===== config.mk =====
export PLATFORM = sky130hd
export DESIGN_NAME = scmd_lfo
export DESIGN_NICKNAME = d
export VERILOG_FILES = /design/src/rtl/scmd_pkg.sv /design/src/rtl/scmd_lfo.sv
export SDC_FILE = /design/constraint.sdc
export NUM_CORES = 2
export LEC_CHECK = 0
export ABC_AREA = 0
export BUFFER_PORTS_ARGS = -buffer_cell sky130_fd_sc_hd__buf_2
export CORE_ASPECT_RATIO = 0.7
export CORE_MARGIN = 4
export CORE_UTILIZATION = 52
export DETAILED_ROUTE_END_ITERATION = 7
export GPL_ROUTABILITY_DRIVEN = 0
export PLACE_DENSITY = 0.68
export RECOVER_POWER = 50
export SYNTH_ARGS = -nofsm -noshare
export SYNTH_HDL_FRONTEND = slang
export SYNTH_SLANG_ARGS = --single-unit

===== constraint.sdc =====
create_clock -name clk -period 28.8 [get_ports clk]
set_input_delay 1.44 -clock clk [delete_from_list [all_inputs] [get_ports clk]]
set_output_delay 1.44 -clock clk [all_outputs]
set_load 0.005 [all_outputs]

===== src/rtl/scmd_pkg.sv =====
`timescale 1ns / 1ps
`default_nettype none

package scmd_pkg;

    // sample and delay memory geometry
    localparam int SAMPLE_W  = 24;
    localparam int DLY_AW    = 11;
    localparam int DLY_DEPTH = 1 << DLY_AW;
    localparam int FILL_W    = DLY_AW + 1;

    // LFO and delay arithmetic
    localparam int PHASE_W    = 32;
    localparam int PHASE_FRAC = 30;
    localparam int STEP_W     = 31;
    localparam int SQ_W       = 2 * PHASE_W - PHASE_FRAC;
    localparam int SHAPE_W    = PHASE_FRAC + 1;
    localparam int MOD_W      = 27;
    localparam int DLY_W      = MOD_W + 1;
    localparam int FRAC_W     = 16;
    localparam int GAIN_W     = 16;
    localparam int SAT_IN_W   = 32;

    // configuration port
    localparam int CFG_DATA_W = 31;
    localparam int CFG_IDX_W  = 3;

    localparam logic [GAIN_W-1:0] WET_GAIN_RST = 16'd15401;
    localparam logic [GAIN_W-1:0] DRY_GAIN_RST = 16'd17367;

    typedef enum logic [CFG_IDX_W-1:0] {
        CFG_PHASE_STEP,
        CFG_MOD_DEPTH,
        CFG_MOD_OFFSET,
        CFG_WET_GAIN,
        CFG_DRY_GAIN,
        CFG_FEEDBACK_GAIN
    } cfg_idx_t;

    typedef enum logic [3:0] {
        S_IDLE,
        S_PHASE,
        S_SQUARE,
        S_DEPTH,
        S_RD0,
        S_RD1,
        S_INTERP,
        S_TAP,
        S_MIX,
        S_OUT
    } state_t;

    typedef struct packed {
        logic signed [SAMPLE_W-1:0] left_in;
        logic signed [SAMPLE_W-1:0] right_in;
    } in_frame_t;

    typedef struct packed {
        logic signed [SAMPLE_W-1:0] left_out;
        logic signed [SAMPLE_W-1:0] right_out;
    } out_frame_t;

    typedef struct packed {
        logic [STEP_W-1:0]        phase_step;
        logic [MOD_W-1:0]         mod_depth;
        logic [MOD_W-1:0]         mod_offset;
        logic [GAIN_W-1:0]        wet_gain;
        logic [GAIN_W-1:0]        dry_gain;
        logic signed [GAIN_W-1:0] feedback_gain;
    } cfg_t;

    typedef struct packed {
        logic adv;
        logic sq_en;
        logic dep_en;
    } lfo_ctrl_t;

    typedef struct packed {
        logic fb_en;
        logic wr_en;
        logic rd_en;
        logic t0_en;
        logic t0_valid;
        logic ip_en;
        logic t1_valid;
        logic tap_en;
        logic mix_en;
    } chan_ctrl_t;

    // clamp to the signed sample range
    function automatic logic signed [SAMPLE_W-1:0] sat_sample(
        input logic signed [SAT_IN_W-1:0] x
    );
        logic signed [SAT_IN_W-1:0] hi;
        logic signed [SAT_IN_W-1:0] lo;
        hi = {{(SAT_IN_W-SAMPLE_W+1){1'b0}}, {(SAMPLE_W-1){1'b1}}};
        lo = {{(SAT_IN_W-SAMPLE_W+1){1'b1}}, {(SAMPLE_W-1){1'b0}}};
        if (x > hi)
        begin
            return hi[SAMPLE_W-1:0];
        end
        else if (x < lo)
        begin
            return lo[SAMPLE_W-1:0];
        end
        return x[SAMPLE_W-1:0];
    endfunction

endpackage

`default_nettype wire


===== src/rtl/scmd_lfo.sv =====
`timescale 1ns / 1ps
`default_nettype none

module scmd_lfo (
    input  wire logic                       clk,
    input  wire logic                       rst_n,
    input  wire scmd_pkg::cfg_t             cfg,
    input  wire scmd_pkg::lfo_ctrl_t        ctrl,
    output logic [scmd_pkg::DLY_W-1:0]      dly
);

    import scmd_pkg::*;

    localparam logic signed [PHASE_W+1:0] PH_ONE =
        {{(PHASE_W+1-PHASE_FRAC){1'b0}}, 1'b1, {PHASE_FRAC{1'b0}}};
    localparam logic signed [PHASE_W+1:0] PH_TWO =
        {{(PHASE_W-PHASE_FRAC){1'b0}}, 1'b1, {(PHASE_FRAC+1){1'b0}}};
    localparam logic [SQ_W-1:0] SQ_ONE =
        {{(SQ_W-PHASE_FRAC-1){1'b0}}, 1'b1, {PHASE_FRAC{1'b0}}};
    localparam logic [SHAPE_W-1:0] SHAPE_ONE = {1'b1, {PHASE_FRAC{1'b0}}};

    logic signed [PHASE_W-1:0]   phase_reg;
    logic [SQ_W-1:0]             sq_reg;
    logic [MOD_W-1:0]            dprod_reg;

    logic signed [PHASE_W+1:0]   sum;
    logic signed [PHASE_W+1:0]   wrapped;
    logic [PHASE_W-1:0]          mag;
    logic [2*PHASE_W-1:0]        sq_full;
    logic [SHAPE_W-1:0]          shape;
    logic [MOD_W+SHAPE_W-1:0]    dprod_full;

    // phase step, wrap by two once past +1.0
    always_comb
    begin
        sum = {{2{phase_reg[PHASE_W-1]}}, phase_reg}
            + {{(PHASE_W+2-STEP_W){1'b0}}, cfg.phase_step};
        wrapped = (sum > PH_ONE) ? (sum - PH_TWO) : sum;
    end

    // 1 - phase^2, floored at zero
    always_comb
    begin
        mag     = phase_reg[PHASE_W-1] ? (~phase_reg + 1'b1) : phase_reg;
        sq_full = mag * mag;
        if (sq_reg >= SQ_ONE)
        begin
            shape = '0;
        end
        else
        begin
            shape = SHAPE_ONE - sq_reg[SHAPE_W-1:0];
        end
        dprod_full = cfg.mod_depth * shape;
    end

    always_ff @(posedge clk or negedge rst_n)
    begin
        if (!rst_n)
        begin
            phase_reg <= '0;
        end
        else if (ctrl.adv)
        begin
            phase_reg <= wrapped[PHASE_W-1:0];
        end
    end

    always_ff @(posedge clk)
    begin
        if (ctrl.sq_en)
        begin
            sq_reg <= sq_full[2*PHASE_W-1:PHASE_FRAC];
        end
        if (ctrl.dep_en)
        begin
            dprod_reg <= dprod_full[MOD_W+PHASE_FRAC-1:PHASE_FRAC];
        end
    end

    assign dly = {1'b0, cfg.mod_offset} + {1'b0, dprod_reg};

endmodule

`default_nettype wire


* Word level (Yosys, flattened, before mapping)
Cells that the tools add are included.
Storage, ports and cells: bits in registers 93, output and inout port bits 28
Operators by class: order comparisons 2, muxes and demuxes 3, bitwise logic cells 1, multiply operators 2, $add $sub $neg 5
Operators with widths (number):
- $mul A32 B32 Y64 | 1
- $mux W32 | 2
- $mul A27 B31 Y57 | 1
- $ge A34 B31 Y1 const B | 1
- $add A32 B32 Y33 | 1
- $gt A33 B32 Y1 const B | 1
- $add A32 B1 Y32 const B | 1
- $not A32 Y32 | 1
- $sub A32 B32 Y32 const B | 1
- $mux W31 | 1
- $sub A31 B31 Y31 const A | 1
- $add A27 B27 Y28 | 1

* Longest topological paths before layout
depth in word-level cells 4, gate-level depth with buffers 40, mapped depth without buffers 38

* Worst setup path after synthesis
Ideal clock, no wire load.
kind reg-to-reg, start reg phase_reg[0], end reg sq_reg[26], data pin, cell stages (with the launch flop) 39, arrival time 9899 ps, setup slack 18642 ps, setup time 258 ps, data required time 28542 ps, cell sequence dfrtp_1 > inv_1 > clkbuf_1 > clkbuf_1 > ha_1 > nand3b_1 > or3_1 > or4_1 > or2_1 > inv_1 > nand2_1 > o21ai_1 > xor2_1 > clkbuf_1 > nor2_1 > fa_1 > fa_1 > inv_1 > [... 3 more ...] > fa_1 > fa_1 > fa_1 > inv_1 > fa_1 > inv_1 > ha_1 > a21oi_1 > o21ai_0 > nor4_1 > o211ai_1 > a31oi_1 > o211ai_1 > a21o_1 > a311oi_1 > o21ai_0 > a21oi_1 > xnor2_1
Between the ends: word-level cells in the longest chain between the ends 4
RTL lines:
- start: declaration | line scmd_lfo.sv:22 | logic signed [PHASE_W-1:0] phase_reg;
- start signal: assignment | line scmd_lfo.sv:65 | phase_reg <= wrapped[PHASE_W-1:0];
- $not A32 Y32 | line scmd_lfo.sv:44 | mag = phase_reg[PHASE_W-1] ? (~phase_reg + 1'b1) : phase_reg;
- $add A32 B1 Y32 | line scmd_lfo.sv:44
- $mux W32 (*) | line scmd_lfo.sv:44
- $mul A32 B32 Y64 (*) | line scmd_lfo.sv:45 | sq_full = mag * mag;
- net sq_full[56] | line scmd_lfo.sv:29 | logic [2*PHASE_W-1:0] sq_full;
- end signal: assignment | line scmd_lfo.sv:73 | sq_reg <= sq_full[2*PHASE_W-1:PHASE_FRAC];
- end: declaration | line scmd_lfo.sv:23 | logic [SQ_W-1:0] sq_reg;
Mark *: on every way through the listed nets, which the timed path passes. The rest lies on a longest branch. A chain may end at the register's enable or synchronous reset.

* Final worst setup path
Ends and elaborated chain as after synthesis.

==> out/qor.yml <==
wl_per_cell_um: 19.2
rsz0062_at_grt: "no"
start_kind: "flip-flop"
clk_pin_slew_ns: 0.09
cts_made_buffers: 9
synth_ff_type: "edfxtp_1"
cp_num_cells: 40
top_usage_layer: "met1"
netlist-cell-type-count: 82
reg2regPathDepth: 40
worst_slew_pin_slew_ns: 2.10
drv_slew: 140
final_common_cell: "inv_1"
die_w_um: 414
grt_max_degree: 44
ios: 166
finalHoldViolCount: 0
cts_tree: "built"
yosysWarnings: 0
finalCritPeriodShare: 0.467
setup_violations: 0
synth_top_area_share: 0.505
post-cts-setup-buffer-count: 0
grt_use_met1: 0.399
syn_to_final_growth_pct: 4.78
seq_area_frac_synth: 0.0438
first_pass_iters: 6
grt_pass1_wl_um: 256000
crit_top_cell: "fa_1"
cp_slowest_cell: "nor4_2"
slowest_delay_ns: 0.96
ys_ff_latch: 93
layout_min_cycle_time_ns: 13.45
antenna_found_initial: 2
cp_max_fo: 21
end_kind: "flip-flop"
critPathBufInv: 11
drt_iter0_markers: 3470
fin_skew_ns: 0.0193
multi_input_area_mm2: 0.0498
fp.dieH_um: 293
antenna_cells: 0
met3_usage: 0.0790
hold_class: "flip-flop to flip-flop"
cts.sinks: 93
vias_per_cell: 5.34
io_buffers: 117
hpwl_um: 128000
clock_path_buffers: 2
fmax_ghz: 0.0744
nFillCells: 10400
core-area_mm2: 0.115
synth-edff-count: 61
cap_viol_max_count: 4
final_cell_mix: "1862 x inv_1, 1518 x fa_1, 853 x nand2_1, 528 x ha_1, 343 x nor2_1"
cts_resized: 0
routed_wl_um: 157000
clk_latency_ns: 0.40
syn_inst: 6632
worstHoldPathCells: 1
synth_area_leaders: "fa_1 51%, inv_1 12%, ha_1 11%"
drive_gt1_frac: 0.0479
slew_headroom: -0.398
clockRootBuffer: "clkbuf_16"
met2_usage: 0.394
violations: "max-capacitance violations, max-slew violations"
hold_buffers: 0
overflow: 0
crit_arrival_ns: 13.59
drc: 0
setup_tns_ns: 0
grt.total_usage: 0.268
final-seq-area_mm2: 0.00263
vias: 43600
cp.required_ns: 28.94
grt_pass1_vias: 47200
async_flop_share: 0.344
syn-cell-area_mm2: 0.0601
avgSynthCellArea_um2: 9.07
fp-row-count: 104
cp_top_family: "adder cells"
yosys.area.top_type: "fa_1"
status: "complete, but fails checks"
ant_nets: 0
largest_reg_flops: 34
die_area_mm2: 0.121
initial_core_util: 0.523
nets: 8819
setup.worst_path.class: "flip-flop to flip-flop"
htreeDepth: 3
==> path summary, 6_finish.rpt <==
path | start | endpoint | slack (ns)
worst max-delay path | phase_reg[0] | sq_reg[26] | 15.35
worst min-delay path | phase_reg[28] | phase_reg[28] | 0.67
worst max register to register | phase_reg[0] | sq_reg[26] | 15.35
worst min register to register | phase_reg[28] | phase_reg[28] | 0.67
max in group asynchronous | rst_n | phase_reg[1] | 26.27
min in group asynchronous | rst_n | phase_reg[23] | 1.49
==> cell type report <==
type                    instances  area share
well taps                    1537      0.0305
clock inverters                 7     0.00117
flip-flops and latches         93      0.0418
repair buffers                211      0.0204
multi-input cells            4443       0.791
inverters                    1877       0.112
clock buffers                   9     0.00357
==> per-layer routing <==
metal  up-vias  wire, µm
li1      19300         -
met1     22100     68600
met2      2005     65700
met3       236     19000
met4         2      3250
met5         -       126
==> kinds of logic (layout without fill, tap and decap cells) <==
group,after synthesis,after routing,synth area share
XOR/XNOR,196,196,0.0293
buffers and inverters,2119,2104,0.133
flip-flops,93,93,0.0438
other,2,25,0.000125
adder cells (fa/ha/maj),2046,2046,0.615
multiplexers,23,23,0.00422
AO/OA/AOI/OAI,434,434,0.0466
AND/OR/NAND/NOR,1719,1719,0.128
==> worst register-to-register path, delay by kind of cell (launching register included) <==
kind	cells	cell delay, ns
compound gates	10	3.55
simple gates	7	2.55
flops	1	0.36
buf+inv	11	1.92
xor+xnor	2	0.18
fa+ha+maj	10	4.66
==> cell usage after synthesis (all sizes together) (12+ instances only) <==
| cell | n |
|---|---|
| o211ai | 13 |
| nand3 | 32 |
| and2 | 266 |
| nand2b | 21 |
| a21o | 58 |
| o21ai | 79 |
| or4 | 12 |
| nand4 | 25 |
| nor3 | 34 |
| a211oi | 18 |
| o21bai | 22 |
| clkbuf | 225 |
| xnor2 | 125 |
| xor2 | 71 |
| ha | 528 |
| and3 | 45 |
| nand2 | 856 |
| nor2b | 18 |
| o31ai | 14 |
| mux2 | 19 |
| o21a | 18 |
| nor2 | 365 |
| fa | 1518 |
| a21oi | 134 |
| dfrtp | 32 |
| buf | 17 |
| edfxtp | 61 |
| or3 | 12 |
| inv | 1869 |
==> per-stage QoR <==
step	area, µm²	worst slack (ns)	utilization	cells	hold slack (ns)
detailed placement	62700	15.61	0.546	8161	0.643
global placement	62700	15.02	0.546	8161	0.633
global route	63000	14.64	0.548	8177	0.710
floorplan	60200	18.64	-	6655	0.541
finish	63000	15.35	0.548	8177	0.670
CTS	63000	15.56	0.549	8177	0.665
Power is left out: the tool's default activity adds up to more than one toggle a clock period on the data nets, which glitch-free logic cannot reach.
